### src/rtl/core/four_connected_line_walker_assert.svh
// assertion macros shared by the line walker rtl
`ifndef FOUR_CONNECTED_LINE_WALKER_ASSERT_SVH
`define FOUR_CONNECTED_LINE_WALKER_ASSERT_SVH

// same-cycle implication
`define LFW_ASSERT_NOW(label, clk, rst_n, ante, cons, msg) \
    label: assert property (@(posedge clk) disable iff (!rst_n) (ante) |-> (cons)) \
        else $error(msg);

// next-cycle implication
`define LFW_ASSERT_NEXT(label, clk, rst_n, ante, cons, msg) \
    label: assert property (@(posedge clk) disable iff (!rst_n) (ante) |=> (cons)) \
        else $error(msg);

`endif

### src/rtl/core/lfw_pkg.sv
// package: payload types, sequencer states and unit status for the line walker
package lfw_pkg;

    localparam int COORD_WIDTH = 16;

    typedef struct packed {
        logic                          action;
        logic signed [COORD_WIDTH-1:0] start_x;
        logic signed [COORD_WIDTH-1:0] start_y;
        logic signed [COORD_WIDTH-1:0] end_x;
        logic signed [COORD_WIDTH-1:0] end_y;
    } t_in_req;

    typedef struct packed {
        logic signed [COORD_WIDTH-1:0] pixel_x;
        logic signed [COORD_WIDTH-1:0] pixel_y;
        logic                          reached_end;
        logic                          is_last;
    } t_out_req;

    localparam logic ACT_START = 1'b0;
    localparam logic ACT_STEP  = 1'b1;

    typedef enum logic [3:0] {
        S_IDLE,
        S_LEN_A,
        S_LEN_B,
        S_CHECK,
        S_EMIT0,
        S_PD_A,
        S_PD_B,
        S_QX_M,
        S_QX_D,
        S_QY_M,
        S_QY_D,
        S_EX,
        S_EY,
        S_EMIT1
    } t_state;

    typedef struct packed {
        logic busy;
        logic done;
    } t_unit_sts;

endpackage

### src/rtl/core/lfw_mul.sv
// bit-serial shift-add multiplier for unsigned magnitudes
module lfw_mul import lfw_pkg::*; #(
    parameter int BW = 35,
    parameter int SW = 19
) (
    input  logic               i_clk,
    input  logic               i_rst_n,
    input  logic               i_start,
    input  logic [BW-1:0]      i_mcand,
    input  logic [SW-1:0]      i_mplier,
    output t_unit_sts          o_sts,
    output logic [BW+SW-1:0]   o_prod
);

    localparam int PW = BW + SW;
    localparam int CW = (SW > 1) ? $clog2(SW) : 1;

    logic          r_busy;
    logic          r_done;
    logic [CW-1:0] r_cnt;
    logic [PW-1:0] r_mcand;
    logic [SW-1:0] r_mplier;
    logic [PW-1:0] r_prod;

    always_ff @(posedge i_clk) begin
        if (!i_rst_n) begin
            r_busy <= 1'b0;
            r_done <= 1'b0;
            r_cnt  <= '0;
        end else begin
            r_done <= 1'b0;
            if (i_start) begin
                r_busy <= 1'b1;
                r_cnt  <= '0;
            end else if (r_busy) begin
                r_cnt <= r_cnt + CW'(1);
                if (r_cnt == CW'(SW - 1)) begin
                    r_busy <= 1'b0;
                    r_done <= 1'b1;
                end
            end
        end
    end

    always_ff @(posedge i_clk) begin
        if (i_start) begin
            r_mcand  <= PW'(i_mcand);
            r_mplier <= i_mplier;
            r_prod   <= '0;
        end else if (r_busy) begin
            if (r_mplier[0]) begin
                r_prod <= r_prod + r_mcand;
            end
            r_mcand  <= {r_mcand[PW-2:0], 1'b0};
            r_mplier <= {1'b0, r_mplier[SW-1:1]};
        end
    end

    assign o_sts  = '{busy: r_busy, done: r_done};
    assign o_prod = r_prod;

endmodule

### src/rtl/core/lfw_div.sv
// bit-serial restoring divider for unsigned magnitudes
module lfw_div import lfw_pkg::*; #(
    parameter int NW = 54,
    parameter int DW = 34
) (
    input  logic          i_clk,
    input  logic          i_rst_n,
    input  logic          i_start,
    input  logic [NW-1:0] i_dividend,
    input  logic [DW-1:0] i_divisor,
    output t_unit_sts     o_sts,
    output logic [NW-1:0] o_quo
);

    localparam int CW = $clog2(NW);

    logic          r_busy;
    logic          r_done;
    logic [CW-1:0] r_cnt;
    logic [DW-1:0] r_rem;
    logic [DW-1:0] r_div;
    logic [NW-1:0] r_quo;
    logic [DW:0]   trial;
    logic          fits;

    assign trial = {r_rem, r_quo[NW-1]};
    assign fits  = (trial >= {1'b0, r_div});

    always_ff @(posedge i_clk) begin
        if (!i_rst_n) begin
            r_busy <= 1'b0;
            r_done <= 1'b0;
            r_cnt  <= '0;
        end else begin
            r_done <= 1'b0;
            if (i_start) begin
                r_busy <= 1'b1;
                r_cnt  <= '0;
            end else if (r_busy) begin
                r_cnt <= r_cnt + CW'(1);
                if (r_cnt == CW'(NW - 1)) begin
                    r_busy <= 1'b0;
                    r_done <= 1'b1;
                end
            end
        end
    end

    always_ff @(posedge i_clk) begin
        if (i_start) begin
            r_rem <= '0;
            r_div <= i_divisor;
            r_quo <= i_dividend;
        end else if (r_busy) begin
            if (fits) begin
                r_rem <= DW'(trial - {1'b0, r_div});
            end else begin
                r_rem <= trial[DW-1:0];
            end
            r_quo <= {r_quo[NW-2:0], fits};
        end
    end

    assign o_sts = '{busy: r_busy, done: r_done};
    assign o_quo = r_quo;

endmodule

### src/rtl/core/four_connected_line_walker.sv
// top level: 4-connected line walker sequencer with serial multiplier and divider
//
// channel   dir  valid/ready                  payload
// in        in   i_in_valid / o_in_ready      i_in_data  (t_in_req)
// out       out  o_out_valid / i_out_ready    o_out_data (t_out_req)
//
// start request: two serial multiplies for the squared length
// step request: per candidate six multiplies and two divides on the shared units
// finished or degenerate step: a check state, no result
// output register holds a result while a new request is taken in idle
// a stalled output holds the sequencer at the two emit points
// synchronous active-low reset clears walk state to zero
`include "four_connected_line_walker_assert.svh"

module four_connected_line_walker import lfw_pkg::*; (
    input  logic     i_clk,
    input  logic     i_rst_n,
    input  logic     i_in_valid,
    output logic     o_in_ready,
    input  t_in_req  i_in_data,
    output logic     o_out_valid,
    input  logic     i_out_ready,
    output t_out_req o_out_data
);

    localparam int W    = COORD_WIDTH;
    localparam int DXW  = W + 1;
    localparam int UW   = W + 2;
    localparam int SW   = W + 3;
    localparam int BW   = 2 * W + 3;
    localparam int PRW  = BW + SW;
    localparam int LW   = 2 * W + 2;
    localparam int PDW  = 2 * W + 3;
    localparam int EW   = W + 3;
    localparam int DSW  = 2 * W + 6;

    t_state r_state, n_state;
    logic   r_go;
    logic   r_cand;
    logic   r_mneg;
    logic   r_step_y;

    logic signed [W-1:0]   r_ox, r_oy, r_tx, r_ty, r_wx, r_wy;
    logic signed [DXW-1:0] r_dx, r_dy;
    logic [LW-1:0]         r_len2;
    logic signed [PRW:0]   r_acc;
    logic signed [PDW-1:0] r_pdot;
    logic [PRW-1:0]        r_pmag;
    logic signed [EW-1:0]  r_ex, r_ey;
    logic signed [DSW-1:0] r_dist0;

    logic     r_out_valid;
    t_out_req r_out;

    logic in_acc, out_free;
    logic mul_start, div_start, emit0, emit1;
    t_unit_sts mul_sts, div_sts;
    logic [PRW-1:0] m_prod, d_quo;

    logic signed [W-1:0]   sx, sy, nx, ny;
    logic signed [UW-1:0]  px, py, ux, uy;
    logic signed [BW:0]    big;
    logic signed [SW:0]    sml;
    logic [BW-1:0]         big_mag;
    logic [SW-1:0]         small_mag;
    logic signed [PRW:0]   prod_s, sum_s;
    logic signed [EW-1:0]  qs, enew;
    logic signed [DSW-1:0] dist_sum;

    assign in_acc   = i_in_valid && o_in_ready;
    assign out_free = !r_out_valid || i_out_ready;

    assign sx = (r_dx > 0) ? W'(1) : '1;
    assign sy = (r_dy > 0) ? W'(1) : '1;
    assign px = UW'(r_wx) + ((r_cand == 1'b0) ? UW'(sx) : '0);
    assign py = UW'(r_wy) + ((r_cand == 1'b1) ? UW'(sy) : '0);
    assign ux = px - UW'(r_ox);
    assign uy = py - UW'(r_oy);

    always_comb begin
        case (r_state)
            S_LEN_A: begin
                big = (BW+1)'(r_dx);
                sml = (SW+1)'(r_dx);
            end
            S_LEN_B: begin
                big = (BW+1)'(r_dy);
                sml = (SW+1)'(r_dy);
            end
            S_PD_A: begin
                big = (BW+1)'(ux);
                sml = (SW+1)'(r_dx);
            end
            S_PD_B: begin
                big = (BW+1)'(uy);
                sml = (SW+1)'(r_dy);
            end
            S_QX_M: begin
                big = (BW+1)'(r_pdot);
                sml = (SW+1)'(r_dx);
            end
            S_QY_M: begin
                big = (BW+1)'(r_pdot);
                sml = (SW+1)'(r_dy);
            end
            S_EX: begin
                big = (BW+1)'(r_ex);
                sml = (SW+1)'(r_ex);
            end
            S_EY: begin
                big = (BW+1)'(r_ey);
                sml = (SW+1)'(r_ey);
            end
            default: begin
                big = '0;
                sml = '0;
            end
        endcase
    end

    assign big_mag   = big[BW] ? BW'(-big) : big[BW-1:0];
    assign small_mag = sml[SW] ? SW'(-sml) : sml[SW-1:0];

    assign prod_s   = r_mneg ? -$signed({1'b0, m_prod}) : $signed({1'b0, m_prod});
    assign sum_s    = r_acc + prod_s;
    assign dist_sum = sum_s[DSW-1:0];

    assign qs   = r_mneg ? -$signed({1'b0, d_quo[EW-2:0]}) : $signed({1'b0, d_quo[EW-2:0]});
    assign enew = ((r_state == S_QX_D) ? EW'(ux) : EW'(uy)) - qs;

    assign nx = r_step_y ? r_wx : r_wx + sx;
    assign ny = r_step_y ? r_wy + sy : r_wy;

    lfw_mul #(.BW(BW), .SW(SW)) u_mul (
        .i_clk    (i_clk),
        .i_rst_n  (i_rst_n),
        .i_start  (mul_start),
        .i_mcand  (big_mag),
        .i_mplier (small_mag),
        .o_sts    (mul_sts),
        .o_prod   (m_prod)
    );

    lfw_div #(.NW(PRW), .DW(LW)) u_div (
        .i_clk      (i_clk),
        .i_rst_n    (i_rst_n),
        .i_start    (div_start),
        .i_dividend (r_pmag),
        .i_divisor  (r_len2),
        .o_sts      (div_sts),
        .o_quo      (d_quo)
    );

    // next state
    always_comb begin
        n_state = r_state;
        unique case (r_state)
            S_IDLE: begin
                if (in_acc) begin
                    n_state = (i_in_data.action == ACT_START) ? S_LEN_A : S_CHECK;
                end
            end
            S_LEN_A: if (mul_sts.done) n_state = S_LEN_B;
            S_LEN_B: if (mul_sts.done) n_state = S_IDLE;
            S_CHECK: begin
                if ((r_wx == r_tx && r_wy == r_ty) || (r_ox == r_tx && r_oy == r_ty)) begin
                    n_state = S_IDLE;
                end else begin
                    n_state = S_EMIT0;
                end
            end
            S_EMIT0: if (out_free) n_state = S_PD_A;
            S_PD_A:  if (mul_sts.done) n_state = S_PD_B;
            S_PD_B:  if (mul_sts.done) n_state = S_QX_M;
            S_QX_M:  if (mul_sts.done) n_state = S_QX_D;
            S_QX_D:  if (div_sts.done) n_state = S_QY_M;
            S_QY_M:  if (mul_sts.done) n_state = S_QY_D;
            S_QY_D:  if (div_sts.done) n_state = S_EX;
            S_EX:    if (mul_sts.done) n_state = S_EY;
            S_EY: begin
                if (mul_sts.done) begin
                    n_state = r_cand ? S_EMIT1 : S_PD_A;
                end
            end
            S_EMIT1: if (out_free) n_state = S_IDLE;
            default: n_state = S_IDLE;
        endcase
    end

    // outputs of the sequencer
    always_comb begin
        o_in_ready = 1'b0;
        mul_start  = 1'b0;
        div_start  = 1'b0;
        emit0      = 1'b0;
        emit1      = 1'b0;
        unique case (r_state)
            S_IDLE:  o_in_ready = 1'b1;
            S_LEN_A, S_LEN_B, S_PD_A, S_PD_B, S_QX_M, S_QY_M, S_EX, S_EY: mul_start = r_go;
            S_QX_D, S_QY_D: div_start = r_go;
            S_EMIT0: emit0 = out_free;
            S_EMIT1: emit1 = out_free;
            S_CHECK: ;
            default: ;
        endcase
    end

    always_ff @(posedge i_clk) begin
        if (!i_rst_n) begin
            r_state     <= S_IDLE;
            r_go        <= 1'b0;
            r_out_valid <= 1'b0;
            r_ox        <= '0;
            r_oy        <= '0;
            r_tx        <= '0;
            r_ty        <= '0;
            r_wx        <= '0;
            r_wy        <= '0;
            r_dx        <= '0;
            r_dy        <= '0;
        end else begin
            r_state <= n_state;
            r_go    <= (n_state != r_state);
            if (emit0 || emit1) begin
                r_out_valid <= 1'b1;
            end else if (i_out_ready) begin
                r_out_valid <= 1'b0;
            end
            if (in_acc && i_in_data.action == ACT_START) begin
                r_ox <= i_in_data.start_x;
                r_oy <= i_in_data.start_y;
                r_tx <= i_in_data.end_x;
                r_ty <= i_in_data.end_y;
                r_wx <= i_in_data.start_x;
                r_wy <= i_in_data.start_y;
                r_dx <= DXW'(i_in_data.end_x) - DXW'(i_in_data.start_x);
                r_dy <= DXW'(i_in_data.end_y) - DXW'(i_in_data.start_y);
            end
            if (emit1) begin
                r_wx <= nx;
                r_wy <= ny;
            end
        end
    end

    // datapath registers
    always_ff @(posedge i_clk) begin
        if (mul_start) begin
            r_mneg <= big[BW] ^ sml[SW];
        end
        if (emit0) begin
            r_cand <= 1'b0;
            r_out  <= '{pixel_x: r_wx, pixel_y: r_wy, reached_end: 1'b0, is_last: 1'b0};
        end
        if (emit1) begin
            r_out <= '{pixel_x: nx, pixel_y: ny,
                       reached_end: (nx == r_tx && ny == r_ty), is_last: 1'b1};
        end
        if (mul_sts.done) begin
            case (r_state)
                S_LEN_A, S_PD_A, S_EX: r_acc <= prod_s;
                S_LEN_B: r_len2 <= sum_s[LW-1:0];
                S_PD_B:  r_pdot <= sum_s[PDW-1:0];
                S_QX_M, S_QY_M: r_pmag <= m_prod;
                S_EY: begin
                    if (r_cand) begin
                        r_step_y <= (r_dist0 > dist_sum);
                    end else begin
                        r_dist0 <= dist_sum;
                        r_cand  <= 1'b1;
                    end
                end
                default: ;
            endcase
        end
        if (div_sts.done) begin
            if (r_state == S_QX_D) begin
                r_ex <= enew;
            end else begin
                r_ey <= enew;
            end
        end
    end

    assign o_out_valid = r_out_valid;
    assign o_out_data  = r_out;

    `LFW_ASSERT_NOW(a_idle_units_free, i_clk, i_rst_n, o_in_ready, !mul_sts.busy && !div_sts.busy, "units busy while idle")
    `LFW_ASSERT_NOW(a_units_exclusive, i_clk, i_rst_n, mul_sts.busy, !div_sts.busy, "multiplier and divider both busy")
    `LFW_ASSERT_NEXT(a_second_result, i_clk, i_rst_n, emit1, o_out_valid && o_out_data.is_last, "second result missing")
    `LFW_ASSERT_NOW(a_first_not_end, i_clk, i_rst_n, o_out_valid && !o_out_data.is_last, !o_out_data.reached_end, "first result flagged at end")

endmodule
### config.mk
export PLATFORM = sky130hd
export DESIGN_NAME = four_connected_line_walker
export DESIGN_NICKNAME = d
export VERILOG_FILES = /design/src/rtl/core/lfw_pkg.sv /design/src/rtl/core/lfw_mul.sv /design/src/rtl/core/lfw_div.sv /design/src/rtl/core/four_connected_line_walker.sv
export VERILOG_INCLUDE_DIRS = /design/src /design/src/rtl/core
export SDC_FILE = /design/constraint.sdc
export NUM_CORES = 2
export LEC_CHECK = 0
export BUFFER_PORTS_ARGS = -buffer_cell sky130_fd_sc_hd__buf_4
export CORE_MARGIN = 2
export CORE_UTILIZATION = 60
export CTS_CLUSTER_DIAMETER = 100
export DETAILED_ROUTE_END_ITERATION = 10
export HOLD_SLACK_MARGIN = 0.08
export PLACE_DENSITY = 0.79
export SETUP_SLACK_MARGIN = 0.15
export SLEW_MARGIN = 20
export SYNTH_ARGS = -nofsm -noshare
export SYNTH_HDL_FRONTEND = slang
export SYNTH_HIERARCHICAL = 1
export SYNTH_SLANG_ARGS = --single-unit
### constraint.sdc
create_clock -name i_clk -period 11.32 [get_ports i_clk]
set_input_delay 2.264 -clock i_clk [delete_from_list [all_inputs] [get_ports i_clk]]
set_output_delay 2.264 -clock i_clk [all_outputs]
set_load 0.05 [all_outputs]
Word-level counts from Yosys, hierarchy flattened --
Cells that the tools add are included.
Word-level totals: bits in writable memories 0, bits in latches 0, register bits after elaboration 674, memories kept 0, word-level logic and storage cells 185, ROM bits 0
Operators by class: add/subtract/negate cells 18, muxes and demuxes 62, multiply operators 0, bitwise logic cells 7, equality and inequality tests 22, reductions and logical operators 34, shift-type cells 0, $lt $le $gt $ge 4, div/mod/pow operators 0
Operators with widths (number):
- one-hot mux 36 bit (7 select lines) | 1
- two-way mux 16 bit | 8
- two-way mux 54 bit | 2
- two-way mux 35 bit | 3
- two-way mux 34 bit | 3
- == test 16 bit | 6
- two-way mux 19 bit | 5
- one-hot mux 20 bit (4 select lines) | 1
- two-way mux 4 bit | 14
- one-hot mux 4 bit (14 select lines) | 1
- adder 54 bit | 1
- adder 38 bit | 1
- > comparator 38 bit | 1
- two-way mux 38 bit | 1
- negation 38 bit | 1
- adder 18 bit | 2
- two-way mux 18 bit | 2
- subtractor 18 x 16 -> 18 bit | 2
- greater-or-equal comparator 35 x 34 -> 1 bit | 1
- negation 35 bit | 1
- > comparator 17 x 1 -> 1 bit (second input constant) | 2
- subtractor 16 x 16 -> 17 bit | 2
- subtractor 34 bit | 1
- adder 16 bit | 2
- other kinds (27) | 83

Depth between registers and ports, before layout --
depth in word-level cells 9, mapped depth 29

By module --
The synthesis kept the hierarchy.
By module, submodules not included:
- four_connected_line_walker | cells an instance 3088, sequential area each 10930.5 µm², instances 1, area an instance 28345.9 µm²
- lfw_mul | cells an instance 838, sequential area each 3223.1 µm², instances 1, area an instance 8039.0 µm²
- lfw_div | cells an instance 677, sequential area each 3483.3 µm², instances 1, area an instance 7210.7 µm²

Worst setup path before layout --
No wires, ideal clock.
path type reg2reg, start reg u_mul.r_prod[6], in the netlist u_mul/o_prod[6], end reg r_step_y, data pin, path buffers 1, data arrival time 5.815 ns, path slack 5.251 ns, cell stages (with the launch flop) 27, period minus slack after synthesis 6.069 ns, path through dfxtp_1 or4_1 or3_1 or3_1 clkbuf_1 nand2b_1 o21ai_0 xnor2_1 ha_1 nand3_1 nor2_1 and3_1 a2111o_1 a311oi_1 nand3b_1 a31oi_1 a221o_1 a21oi_1 xnor2_1 ha_1 nand4_1 nor4_1 nand2_1 a21oi_1 a2111oi_0 a31oi_1 o21a_1
Between the ends: cells in the longest elaborated chain, start to end 4
Ends and longest elaborated chain:
- start: declaration | RTL line lfw_mul.sv:23 | logic [PW-1:0] r_prod;
- start signal: assignment | RTL line lfw_mul.sv:52 | r_prod <= r_prod + r_mcand;
- negation 38 bit | RTL line four_connected_line_walker.sv:124 | assign prod_s = r_mneg ? -$signed({1'b0, m_prod}) : $signed({1'b0, m_prod});
- two-way mux 38 bit | RTL line four_connected_line_walker.sv:124
- named net prod_s[23] | RTL line four_connected_line_walker.sv:66 | logic signed [PRW:0] prod_s, sum_s;
- adder 38 bit | RTL line four_connected_line_walker.sv:125 | assign sum_s = r_acc + prod_s;
- > comparator 38 bit | RTL line four_connected_line_walker.sv:267 | r_step_y <= (r_dist0 > dist_sum);
- end signal: assignment | RTL line four_connected_line_walker.sv:267
- end: declaration | RTL line four_connected_line_walker.sv:41 | logic r_step_y;
The timed path passes the listed nets, and every way through them passes these cells. A chain may end at the register's enable or synchronous reset.

Worst setup path in the final report --
start reg r_dx[11], end reg u_mul.r_mcand[30], data pin
Between the ends: cells in the longest elaborated chain, start to end 9
Ends and longest elaborated chain:
- start: declaration | RTL line four_connected_line_walker.sv:44 | logic signed [DXW-1:0] r_dx, r_dy;
- start signal: assignment | RTL line four_connected_line_walker.sv:236 | r_dx <= DXW'(i_in_data.end_x) - DXW'(i_in_data.start_x);
- > comparator 17 x 1 -> 1 bit | RTL line four_connected_line_walker.sv:73 | assign sx = (r_dx > 0) ? W'(1) : '1;
- two-way mux 16 bit | RTL line four_connected_line_walker.sv:73
- two-way mux 18 bit | RTL line four_connected_line_walker.sv:75 | assign px = UW'(r_wx) + ((r_cand == 1'b0) ? UW'(sx) : '0);
- adder 18 bit | RTL line four_connected_line_walker.sv:75
- subtractor 18 x 16 -> 18 bit | RTL line four_connected_line_walker.sv:77 | assign ux = px - UW'(r_ox);
- one-hot mux 36 bit (7 select lines) * | RTL line four_connected_line_walker.sv:81 | case (r_state)
- negation 35 bit | RTL line four_connected_line_walker.sv:121 | assign big_mag = big[BW] ? BW'(-big) : big[BW-1:0];
- two-way mux 35 bit * | RTL line four_connected_line_walker.sv:121
- named net big_mag[30] | RTL line four_connected_line_walker.sv:64 | logic [BW-1:0] big_mag;
- two-way mux 35 bit * | RTL line lfw_mul.sv:46 | if (i_start) begin
- end signal: assignment | RTL line lfw_mul.sv:47 | r_mcand <= PW'(i_mcand);
- end signal: assignment | RTL line lfw_mul.sv:54 | r_mcand <= {r_mcand[PW-2:0], 1'b0};
- end: declaration | RTL line lfw_mul.sv:21 | logic [PW-1:0] r_mcand;
Mark *: on every way through the listed nets, which the timed path passes. The rest lies on a longest branch.

==> key figures <==
Timing
  • Period minus WS final: 7.615 ns
  • Worst Tran Pin Value: between 1 and 1.5 ns
  • Slew headroom: 16.45%
  • Final worst slack: 3.705 ns
  • Slew Limit Fails: 0
  • Period Utilization, post-route: approximately two thirds
  • Sum Neg Setup Slack: 0 ns
  • RSZ-0062 raised after global routing: false
  • Final setup violation count: 0
  • F_max: 131.3 MHz
  • Hold Fails Final Rpt: 0
  • Clock Skews: 0.03648 ns
  • Hold_ws: 0.4177 ns

Worst setup path
  • Worst setup EP type: register
  • R2R setup slack: 3.70 ns
  • Critical path's slowest cell: fa_1
  • CP delay by family, top: simple AND/OR/NAND/NOR gates
  • Required @ worst endpoint: approximately 12 ns
  • Critical path cell sequence: nor4_1 -> a41oi_1 -> inv_1 -> nand2_1 -> fa_1 -> inv_1 -> fa_1 -> a211oi_1 -> o21ai_1 -> a211oi_2 -> a211oi_1 -> nor3_1 -> mux2_2 -> a211oi_1 -> nand4_4 -> nor3_4 -> nor4_1 -> or3_1 -> mux2_2
  • Buf/Inv on CP: 2
  • Delay of the slowest critical-path stage: 0.71 ns
  • Most frequent CP cell: a211oi_1
  • Worst Setup Start Kind: register
  • CP Max Fanout: 16
  • FF-to-FF path depth: 19
  • Reg-to-reg critical path endpoint: u_mul/r_mcand[30]
  • Crit Reg-Reg Startpoint: r_dx[11]
  • Worst EP arrival: about 8 ns
  • Setup Crit Path Kind: reg2reg

Status
  • Status: finished clean

Route
  • 1st-pass router iterations: 6
  • Drt first-iter violations: 4,079
  • Remaining DRCs: 0
  • Antenna Nets Post-Route: 0
  • Per-cell routed wire length: 23.52 um
  • Final wirelength: around 130 mm
  • Detailed-route via count: 36,060
  • Vias/cell: around 6.4

Clock tree
  • Clk sinks: 674
  • H-tree levels: 3
  • Worst skew pair latency: 0.64 ns
  • Hold_buf cts: 0
  • CTS tree: yes
  • Post-CTS setup buffers: 0
  • Root Driver: clkbuf_16
  • CTS buffer count: 76
  • Max Buffers Root-to-Sink: 3
  • # resized after CTS: 0
  • Worst-path clk slew: roughly 0.060 ns

Layout
  • Final Instance Area: ~48,000 um2
  • Layout Area Growth over Synthesis: 9.480%
  • Fin nets: 5,018
  • Fillers: 5,734
  • Share of cells above drive strength 1: between 10 and 15%
  • Commonest non-fill, non-tap cell in the layout: nand2_1
  • Antenna Cells: 0
  • Highest-count cells in the layout ignoring fill and taps: nand2_1, edfxtp_1, a21oi_1

Min path
  • Worst hold stages: 0
  • Worst Hold Class: reg2reg
  • Worst Hold Launch: r_len2[14]
  • Hold endpoint: u_div/r_div[14]

Die
  • Die area: between 70,000 and 80,000 um2
  • Die height: 273.5 um
  • Initial Util: 60.76%
  • # IOs: approximately 110
  • Core area: 71,730 um2
  • Width of the die: 273.5 um
  • FP Rows: 98

Synthesis
  • Synth Cell Area: 43,580 um2
  • Mapped Cells: 4,601
  • YS warnings: 6
  • Syn avg cell area: 9.472 um2
  • Syn_nets: 4,994

Place
  • IO buf count: 104
  • Pre-CTS setup slack: 3.872 ns
  • Routability congestion estimate: 1.018
  • Detailed placer's ending HPWL: 98.69 mm
  • Post-DP Area: 45,120 um2

GRT
  • Pin count of the biggest net entering global routing: 92
  • All-Layer GR Usage: 35.01%
  • Gr ovfl total: 0
  • Initial antenna violation count: 4
  • Vias in the first global route: 34,280
  • First-pass GRT wire length: between 200 and 250 mm

Run
  • Max-Cap Viols: 0

Power and ir drop
  • Leak: between 15 and 20 nW
  • VDD IR max: roughly 0.14 mV
  • Pwr per Cell Area: 216.3 nW/um2
registers in the layout, summed over array words and instances, names as in the netlist, 19 cells and up:
register	count
r_pdot	35
r_ex	19
u_div/r_rem	34
u_div/r_div	34
r_ey	19
u_mul/r_mplier	19
o_out_data	34
r_dist0	38
r_pmag	54
u_mul/o_prod	54
r_acc	38
u_div/o_quo	54
u_mul/r_mcand	54
r_len2	34
worst register-to-register path, stage by stage, from the launching register on:
cell	delay (ns)
dfxtp_1	0.33
nor4_1	0.44
a41oi_1	0.42
inv_1	0.68
nand2_1	0.68
fa_1	0.71
inv_1	0.07
fa_1	0.48
a211oi_1	0.30
o21ai_1	0.21
a211oi_2	0.38
a211oi_1	0.18
nor3_1	0.28
mux2_2	0.39
a211oi_1	0.45
nand4_4	0.32
nor3_4	0.35
nor4_1	0.09
or3_1	0.37
mux2_2	0.26
per-stage QoR:
stage	power [mW]	utilization (%)	instances
3_3_place_gp	7.503	62.86	5496
4_1_cts	10.24	66.51	5637
6_report	10.32	66.51	5637
3_5_place_dp	7.617	62.90	5497
2_1_floorplan	6.433	-	4601
5_1_grt	10.87	66.51	5637
area by class of cell:
class	instances	area (um2)	share of cell area, %
Inverter	290	1090	2.284
Clock buffer	106	2160	4.526
Clock inverter	34	431.7	0.9047
Timing Repair Buffer	145	1109	2.323
Tap cell	950	1189	2.491
Multi-Input combinational cell	3438	24090	50.50
Sequential cell	674	17640	36.97
worst max-delay path by stage:
stage                                from  cells past startpoint                 to
after CTS                        r_dx[11]                     19  u_mul/r_mcand[30]
after floorplan           u_mul/o_prod[6]                     26           r_step_y
after global placement    u_mul/o_prod[6]                     25           r_step_y
final                            r_dx[11]                     19  u_mul/r_mcand[30]
after detailed placement         r_dx[11]                     19  u_mul/r_mcand[30]
after global routing              r_dx[8]                     19  u_mul/r_mcand[30]
per-layer routing:
metal	track usage, %	vias up	wire [um]
met3	6.500	339	12890
met5	0	-	17
met2	54.40	1770	58480
li1	-	16720	-
met4	16.02	2	6762
met1	47.60	17230	54420
where the power goes:
group / leakage [nW] / switching (mW) / internal [mW] / total (mW)
Clock: 1.25 / 1.06 / 1.53 / 2.58
Sequential: 5.92 / 0.222 / 3.01 / 3.24
Combinational: 12.0 / 2.79 / 1.71 / 4.50
Total: 19.2 / 4.07 / 6.25 / 10.3
Note: power is estimated with default switching activity, not from simulation.
